<file path="config.mk">
export PLATFORM = sky130hd
export DESIGN_NAME = flpte_front
export DESIGN_NICKNAME = d
export VERILOG_FILES = /design/src/four_level_page_table_engine_top_defines.svh /design/src/flpte_pkg.sv /design/src/flpte_front.sv
export SDC_FILE = /design/constraint.sdc
export NUM_CORES = 1
export LEC_CHECK = 0
export BUFFER_PORTS_ARGS = -buffer_cell sky130_fd_sc_hd__buf_2
export CAP_MARGIN = 15
export CORE_MARGIN = 4
export CORE_UTILIZATION = 25
export DETAILED_ROUTE_END_ITERATION = 16
export GPL_ROUTABILITY_DRIVEN = 0
export GPL_TIMING_DRIVEN = 0
export HOLD_SLACK_MARGIN = 0.08
export PLACE_DENSITY_LB_ADDON = 0.05
export REMOVE_ABC_BUFFERS = 1
export SYNTH_ARGS = -nofsm -noshare
export SYNTH_HDL_FRONTEND = slang
export SYNTH_SLANG_ARGS = --single-unit
</file>
<file path="constraint.sdc">
create_clock -name clk -period 10.42 [get_ports clk]
set_input_delay 2.084 -clock clk [delete_from_list [all_inputs] [get_ports clk]]
set_output_delay 2.084 -clock clk [all_outputs]
set_load 0.005 [all_outputs]
</file>
<file path="src/four_level_page_table_engine_top_defines.svh">
// ----------------------------------------------------------------------------
// Page table engine assertion macros
// Property wrappers used by the top level of the page table engine.
// ----------------------------------------------------------------------------
`ifndef FOUR_LEVEL_PAGE_TABLE_ENGINE_TOP_DEFINES_SVH
`define FOUR_LEVEL_PAGE_TABLE_ENGINE_TOP_DEFINES_SVH
`ifndef SYNTHESIS
`define FLPTE_ASSERT_IMP(label, clk, rst, a, c) label: assert property ( \
  @(posedge clk) disable iff (rst) (a) |-> (c)) else $error("flpte check failed");
`define FLPTE_ASSERT_NXT(label, clk, rst, a, c) label: assert property ( \
  @(posedge clk) disable iff (rst) (a) |=> (c)) else $error("flpte check failed");
`else
`define FLPTE_ASSERT_IMP(label, clk, rst, a, c)
`define FLPTE_ASSERT_NXT(label, clk, rst, a, c)
`endif
`endif

</file>
<file path="src/flpte_pkg.sv">
`timescale 1ns / 1ps
// ----------------------------------------------------------------------------
// Page table engine package
// Types, codes and helpers shared by the page table engine modules.
// ----------------------------------------------------------------------------
package flpte_pkg;

  localparam int TABLE_SLOTS_DEF   = 64;
  localparam int ENTRIES_PER_TABLE = 512;
  localparam int IDX_W             = 9;
  localparam int FRAME_W           = 40;
  localparam int VA_W              = 48;
  localparam int PA_W              = 52;
  localparam int ENTRY_W           = 64;
  localparam int QUEUE_DEPTH       = 2;
  localparam logic [1:0] LVL_LEAF  = 2'd3;

  typedef enum logic [2:0] {
    CMD_MAP         = 3'd0,
    CMD_UNMAP       = 3'd1,
    CMD_TRANSLATE   = 3'd2,
    CMD_ADD_FLAGS   = 3'd3,
    CMD_WRITE_ENTRY = 3'd4
  } cmd_t;

  typedef enum logic [2:0] {
    OP_MAP,
    OP_UNMAP,
    OP_XLATE,
    OP_ADDF,
    OP_WRITE,
    OP_NONE
  } op_t;

  typedef enum logic [1:0] {
    ST_DONE    = 2'd0,
    ST_ABSENT  = 2'd1,
    ST_NOSLOT  = 2'd2,
    ST_OUTSIDE = 2'd3
  } status_t;

  typedef enum logic [2:0] {
    BK_CLEAR,
    BK_IDLE,
    BK_READ,
    BK_EVAL,
    BK_ZERO,
    BK_RESP
  } bk_state_t;

  typedef struct packed {
    logic [2:0]  command;
    logic [47:0] virt_addr;
    logic [51:0] phys_addr;
    logic [63:0] page_flags;
    logic [5:0]  slot_select;
    logic [8:0]  entry_select;
    logic [63:0] raw_entry;
  } req_t;

  typedef struct packed {
    logic [1:0]  status;
    logic [51:0] phys_result;
    logic        mapped;
  } rsp_t;

  typedef struct packed {
    op_t  op;
    req_t req;
  } qent_t;

  typedef struct packed {
    logic clearing;
    logic busy;
  } bk_stat_t;

  function automatic logic [IDX_W-1:0] level_index(input logic [VA_W-1:0] va,
                                                   input logic [1:0] lvl);
    logic [IDX_W-1:0] idx;
    case (lvl)
      2'd0: idx = va[47:39];
      2'd1: idx = va[38:30];
      2'd2: idx = va[29:21];
      default: idx = va[20:12];
    endcase
    return idx;
  endfunction

endpackage

</file>
<file path="src/flpte_front.sv">
`timescale 1ns / 1ps
// ----------------------------------------------------------------------------
// Page table engine front end
// Accepts requests, decodes the command and queues them for the walker.
// ----------------------------------------------------------------------------
module flpte_front import flpte_pkg::*; (
  input  logic       clk,
  input  logic       rst,
  input  logic       req_valid,
  output logic       req_stall,
  input  req_t       req,
  output logic       q_valid,
  output qent_t      q_entry,
  input  logic       q_pop,
  output logic [1:0] q_count
);

  qent_t      slots [QUEUE_DEPTH];
  logic       wr_ptr;
  logic       rd_ptr;
  logic [1:0] count;
  logic       push;
  op_t        op_dec;

  always_comb begin
    case (cmd_t'(req.command))
      CMD_MAP:         op_dec = OP_MAP;
      CMD_UNMAP:       op_dec = OP_UNMAP;
      CMD_TRANSLATE:   op_dec = OP_XLATE;
      CMD_ADD_FLAGS:   op_dec = OP_ADDF;
      CMD_WRITE_ENTRY: op_dec = OP_WRITE;
      default:         op_dec = OP_NONE;
    endcase
  end

  assign req_stall = (count == 2'(QUEUE_DEPTH));
  assign push      = req_valid && !req_stall;
  assign q_valid   = (count != 2'd0);
  assign q_entry   = slots[rd_ptr];
  assign q_count   = count;

  always_ff @(posedge clk) begin
    if (push) begin
      slots[wr_ptr] <= '{op: op_dec, req: req};
    end
  end

  always_ff @(posedge clk) begin
    if (rst) begin
      wr_ptr <= 1'b0;
      rd_ptr <= 1'b0;
      count  <= 2'd0;
    end else begin
      if (push) begin
        wr_ptr <= ~wr_ptr;
      end
      if (q_pop) begin
        rd_ptr <= ~rd_ptr;
      end
      count <= count + 2'(push) - 2'(q_pop);
    end
  end

endmodule

</file>
==> Yosys cells after proc, flatten, opt, wreduce, memory -nomap -nowiden <==
Memory sizes are Yosys's and may differ from the RTL's. A register that Yosys moved wholly into a read port is not among the register bits.
Cells that the tools add are included.
{ "word_totals": {"memories": 1, "in_bits": 250, "mem_bits_rw": 498, "wordCells": 22, "ff_bits": 4} }
{ "memory_table": {"columns": ["name", "depth", "width", "read_ports", "rd_ports_with_merged_regs", "write_ports", "line_no", "source"], "rows": [
  ["slots", 2, 249, 1, 1, 1, "flpte_front.sv:18", "qent_t slots [QUEUE_DEPTH];"]
]} }
{ "classes": {"muxes": 5, "bitwise_logic": 2, "reduce_logical": 4, "n_addsub": 2, "n_eq_ne": 5} }
{ "op_table": {"columns": ["operator", "n"], "rows": [
  ["3-bit one-hot mux with 5 select lines", 1],
  ["3-bit by 2-bit == test with 1-bit output, second input constant", 2],
  ["1-bit two-way mux", 4],
  ["3-bit by 1-bit == test with 1-bit output, second input constant", 1],
  ["3-bit == test, second input constant", 1],
  ["3-bit logical NOT", 1],
  ["2-bit by 1-bit adder with 2-bit output", 1],
  ["2-bit == test, second input constant", 1],
  ["1-bit inverter", 2],
  ["2-bit nonzero test", 1],
  ["2-bit by 1-bit subtractor with 2-bit output", 1],
  ["1-bit logical AND", 1],
  ["1-bit logical NOT", 1]
]} }

==> Depth between registers and ports, before layout <==
{ "logic_depth": {"ltp_word": 5, "ltp_mapped": 8} }

==> Worst setup path after synthesis <==
OpenSTA, ideal clock, no wires.
{ "synth_path": {"path_type": "input -> register", "from": "in req_valid", "to": "mem slots[1][0] in the netlist's numbering, enable pin", "setup_ps": 643, "setup_slack_ps": 1970, "arrival_time_ps": 7807, "cell_stages": 1, "path_buffers": 0, "required_time_ps": 9777, "path_cell_list": "and3_1"} }
{ "synth_via": {"elab_chain_len": 3} }
{ "synth_lines": {"columns": ["item", "line_no", "source"], "rows": [
  ["from (decl)", "flpte_front.sv:9", "input logic req_valid,"],
  ["1-bit logical AND", "flpte_front.sv:37", "assign push = req_valid && !req_stall;"],
  ["1-bit two-way mux", "flpte_front.sv:43", "if (push) begin"],
  ["1-bit two-way mux (not written as such)", "flpte_front.sv:44", "slots[wr_ptr] <= '{op: op_dec, req: req};"],
  ["to (decl)", "flpte_front.sv:18", null]
]} }
No other way between the ends.

==> results.env <==
CLOCK-SINKS=503
YOSYS_MOST_USED_DFF='edfxtp_1'
POWER.INTERNAL_W=0.00394
CRITICAL_PATH.STARTPOINT_TYPE='flip-flop'
SYN_AREA_UM2=19100
TIMING.CRITICAL_PATH.FANOUT_MAX=42
CTS_SETUP_BUFFERS=0
BUFFER_PORTS.INSERTED=502
SYNTH.CELLS.MOST_FREQUENT='edfxtp_1 (498), mux2_4 (201), mux2_2 (48)'
OUTCOME='completed'
POST_SYNTHESIS_SHARE_OF_CELL_AREA_SPENT_ON_AND_OR_NAND_AND_NOR_GATES_PCT=0.335
HP-START='wr_ptr'
FLOORPLAN.INITIALDENSITY_PCT=25.4
MUXSHAREOFSYNTHAREA_PCT=18.7
CRITICAL_PATH.REG2REG.ENDPOINT='slots[0][0]'
ROUTEDWLPERCELL_UM=20.9
CORE_UM2=74900
FINAL-SETUP-VIOL-COUNT=0
COMB_POWER_SHARE_PCT=13.7
SWITCHING_POWER_W=0.00119
PIN_COUNT=503
COUNT_OF_HOLD_FIX_BUFFERS_INSERTED_AT_CTS=0
CTS_RESIZED=0
FINALMAXSLEWVIOLATIONS=0
SYNTHMOSTINSTANTIATEDCELL='edfxtp_1'
GRT_PASS1_VIAS=10200
SYNTH.FF_LATCH_COUNT=503
DRCVIOLATIONCOUNT=0
CRIT_REQUIRED_NS=8.34
YOSYSUNIQUECELLTYPES=23
TIMING.HOLD.WS_NS=0.501
LAYOUT.CELLS.NON_FILLER=2375
CTS_TREE='done'
WORST_R2R_PATH_DEPTH=5
SETUP.WORST_PATH.CLASS='reg2out'
WORST_HOLD_PATH.ENDPOINT='wr_ptr'
SYNTH_COMPOUND_GATE_AREA_SHARE_PCT=0.0919
SYNTHTOLAYOUTAREAGROWTH_PCT=29.5
YOSYS.AREA.TOP_TYPE_SHARE_PCT=78.5
PWR-SHARE-SEQ_PCT=48.6
GRT_START_MAX_NET_PINS=103
CTS_MAX_LEVEL=2
CLOCK-SKEW-FINAL_NS=0.0197
DIE_WIDTH_UM=284
SYNTH_ADDER_AREA_SHARE_PCT=0.131
REGTOREGSTARTPOINT='q_count[0]'
NUMBER_OF_PLACED_INSTANCES_TAPS_INCLUDED=2259
SYNTH_XOR_AREA_SHARE_PCT=0.0919
GRT_SETUP_UNREPAIRED='no'
ACHIEVABLE_FREQ_MHz=199
WORST_SETUP_HOLD_PATH_CLK_SLEW_NS=0.06
CTS-ROOT-BUF='clkbuf_16'
SYNTH_LARGEST_AREA_CELL='edfxtp_1'
GLOBALROUTETOTALUTIL_PCT=11.9
DETAIL_PLACEMENT_HPWL_UM=34100
SYNTH-EDFF-COUNT=498
FINAL-HOLD-VIOLATION-COUNT=0
FLOORPLAN.DIE.HEIGHT_UM=284
TRITONCTS.NUM_BUFFERS=59
WORST_SLEW_MARGIN_REL_PCT=55.2
CLOCKBUFFERDEPTH=3
WORST_PIN_SLEW_NS=0.673
DRT_ITER0_DRC=301
DIEAREA_UM2=80700
REG2REG_SETUP_SLACK_NS=7.93
SYNTH_AREA_PER_CELL_UM2=23.7
SYNTH.AREA.TOP_CELLS='edfxtp_1 (78%), mux2_4 (16%), mux2_2 (2.8%)'
HOLDCRITPATHCLASS='reg2reg'
SWSHARE_PCT=23.2
FINALWORSTPATHREQUIREDPERIOD_NS=5.02
ARRIVAL_NS=2.93
FINAL.PERIOD_UTILIZATION_PCT=48.2
FINALNETCOUNT=1603
DRT.ANTENNA.VIOLATING_NETS=0
GLOBAL_ROUTE_WIRE_LENGTH_BEFORE_REPAIR_UM=70800
YOSYSWARNINGS=0
PROPORTION_OF_REGISTER_BITS_WITH_ASYNCHRONOUS_SET_OR_RESET_AFTER_SYNTHESIS_PCT=0
P_TOTAL_W=0.00514
ROWS=100
POWER.DENSITY_CELL_AREA_nW_PER_UM2=208
CRIT_PATH_END_KIND='output port'
GRT.OVERFLOW.TOTAL=0
DRT_WL_TOTAL_UM=49700
HOLD_PATH_DEPTH=2
CLKLATENCYLATEPIN_NS=0.60
DRTPASS1ITERATIONS=5
POST_ROUTE_CELLS_DRIVE_ABOVE_1_SHARE_PCT=60.4
P_LEAK_nW=9.47
ANTENNA_FOUND_INITIAL=17
DR_TOTAL_VIAS=9458
SYNTH.YOSYS.SEQ_AREA_SHARE_PCT=79.0
NUM-FILL-CELLS=7292
COMBINATIONAL_FAMILY_WITH_THE_MOST_AREA_AFTER_SYNTHESIS='multiplexers'
MAX_CAP_VIOL_COUNT=0
PWR-SHARE-CLK_PCT=37.6
POST_DRT_VIA_CELL_RATIO=3.98
SYN-INSTANCE-COUNT=804
VDD.IR_DROP.WORST_mV=0.146
critical path, stage by stage (launching register included):
cell	delay, ns
dfxtp_4	0.76
buf_16	0.35
buf_16	0.30
buf_16	0.29
mux2_2	0.38
buf_2	0.15
area by class of cell:
cell class	instances	area, um2	area share, %
diodes	6	15.0	0.0608
clock buffers	78	1590	6.44
multi-input cells	268	3690	14.9
repair buffers	515	2870	11.6
well taps	969	1210	4.91
clock inverters	32	221	0.897
inverters	4	22.5	0.0913
flip-flops and latches	503	15100	61.0
kinds of logic (layout without fill, tap and decap cells):
family	after synthesis	count (layout)
AOI/OAI and AO/OA	3	3
xor gates and xnor gates	2	2
adders and majority gates	2	2
buffers and inverters	33	629
DFF	503	503
muxes	249	249
other	0	6
and+or+nand+nor	12	12
sequential cells by signal (all words and copies together), names as in the netlist, named ones only:
register and count:
rd_ptr 1, wr_ptr 1, slots 498, q_count 2
metrics by stage:
stage	instance area [um2]	TNS (ns)	utilization (%)	setup WS, ns
floorplan	18800	-258.41	-	-1.17
global placement	22500	-2825.30	30.0	-6.72
detailed placement	22900	0	30.5	5.91
CTS	24700	0	32.9	5.21
global route	24700	0	32.9	5.20
finish	24700	0	32.9	5.40
worst max-delay path by stage:
stage | startpoint | slack, ns | to | cells past startpoint
after floorplan | flip-flop | -1.17 | q_entry[0] | 1
after CTS | flip-flop | 5.21 | q_entry[27] | 5
final | flip-flop | 5.40 | q_entry[27] | 5
after global placement | flip-flop | -6.72 | q_entry[2] | 2
after global routing | flip-flop | 5.20 | q_entry[5] | 5
after detailed placement | flip-flop | 5.91 | q_entry[27] | 5
per-layer routing:
| layer | up-vias | track usage (%) | part of all wire [%] |
|---|---|---|---|
| met4 | 12 | 4.31 | 3.2 |
| met1 | 4733 | 12.0 | 35 |
| li1 | 4335 | - | - |
| met3 | 101 | 4.24 | 7.6 |
| met2 | 277 | 22.4 | 54 |
| met5 | - | 0 | 0.17 |
cell usage in the layout, fill, tap and decap left out:
| cell type | Yosys | final |
|---|---|---|
| buf_2 | 3 | 502 |
| edfxtp_1 | 498 | 498 |
| mux2_4 | 201 | 201 |
| clkbuf_16 | 0 | 61 |
| mux2_2 | 48 | 48 |
| clkbuf_1 | 1 | 17 |
| clkinv_1 | 0 | 16 |
| buf_16 | 0 | 13 |
| clkinv_2 | 0 | 11 |
| diode_2 | 0 | 6 |
| dfxtp_1 | 5 | 4 |
| inv_1 | 4 | 3 |
| nor2_1 | 3 | 3 |
| bufinv_16 | 0 | 3 |
| nor2b_1 | 2 | 2 |
| ha_1 | 2 | 2 |
| a21o_1 | 1 | 1 |
| nand2b_1 | 1 | 1 |
| nand2_1 | 1 | 1 |
| or2_2 | 1 | 1 |
| and3_4 | 0 | 1 |
| or3_1 | 1 | 1 |
| inv_8 | 0 | 1 |
| xnor2_1 | 1 | 1 |
| o21ai_0 | 1 | 1 |
| a21oi_1 | 1 | 1 |
| xor2_1 | 1 | 1 |
| and2_1 | 1 | 1 |
| nor3_1 | 1 | 1 |
| dfxtp_4 | 0 | 1 |
| clkinvlp_4 | 0 | 1 |
| clkinv_4 | 0 | 1 |
power by group through the flow:
stage               clock, W  combinational (W)  sequential (W)
finish               0.00193           0.000705         0.00250
global route         0.00211           0.000766         0.00251
CTS                  0.00202           0.000738         0.00250
detailed placement         0           0.000735         0.00254
global placement           0           0.000828         0.00269
floorplan                  0           0.000439         0.00261
Note: power is estimated with default switching activity, not from simulation.
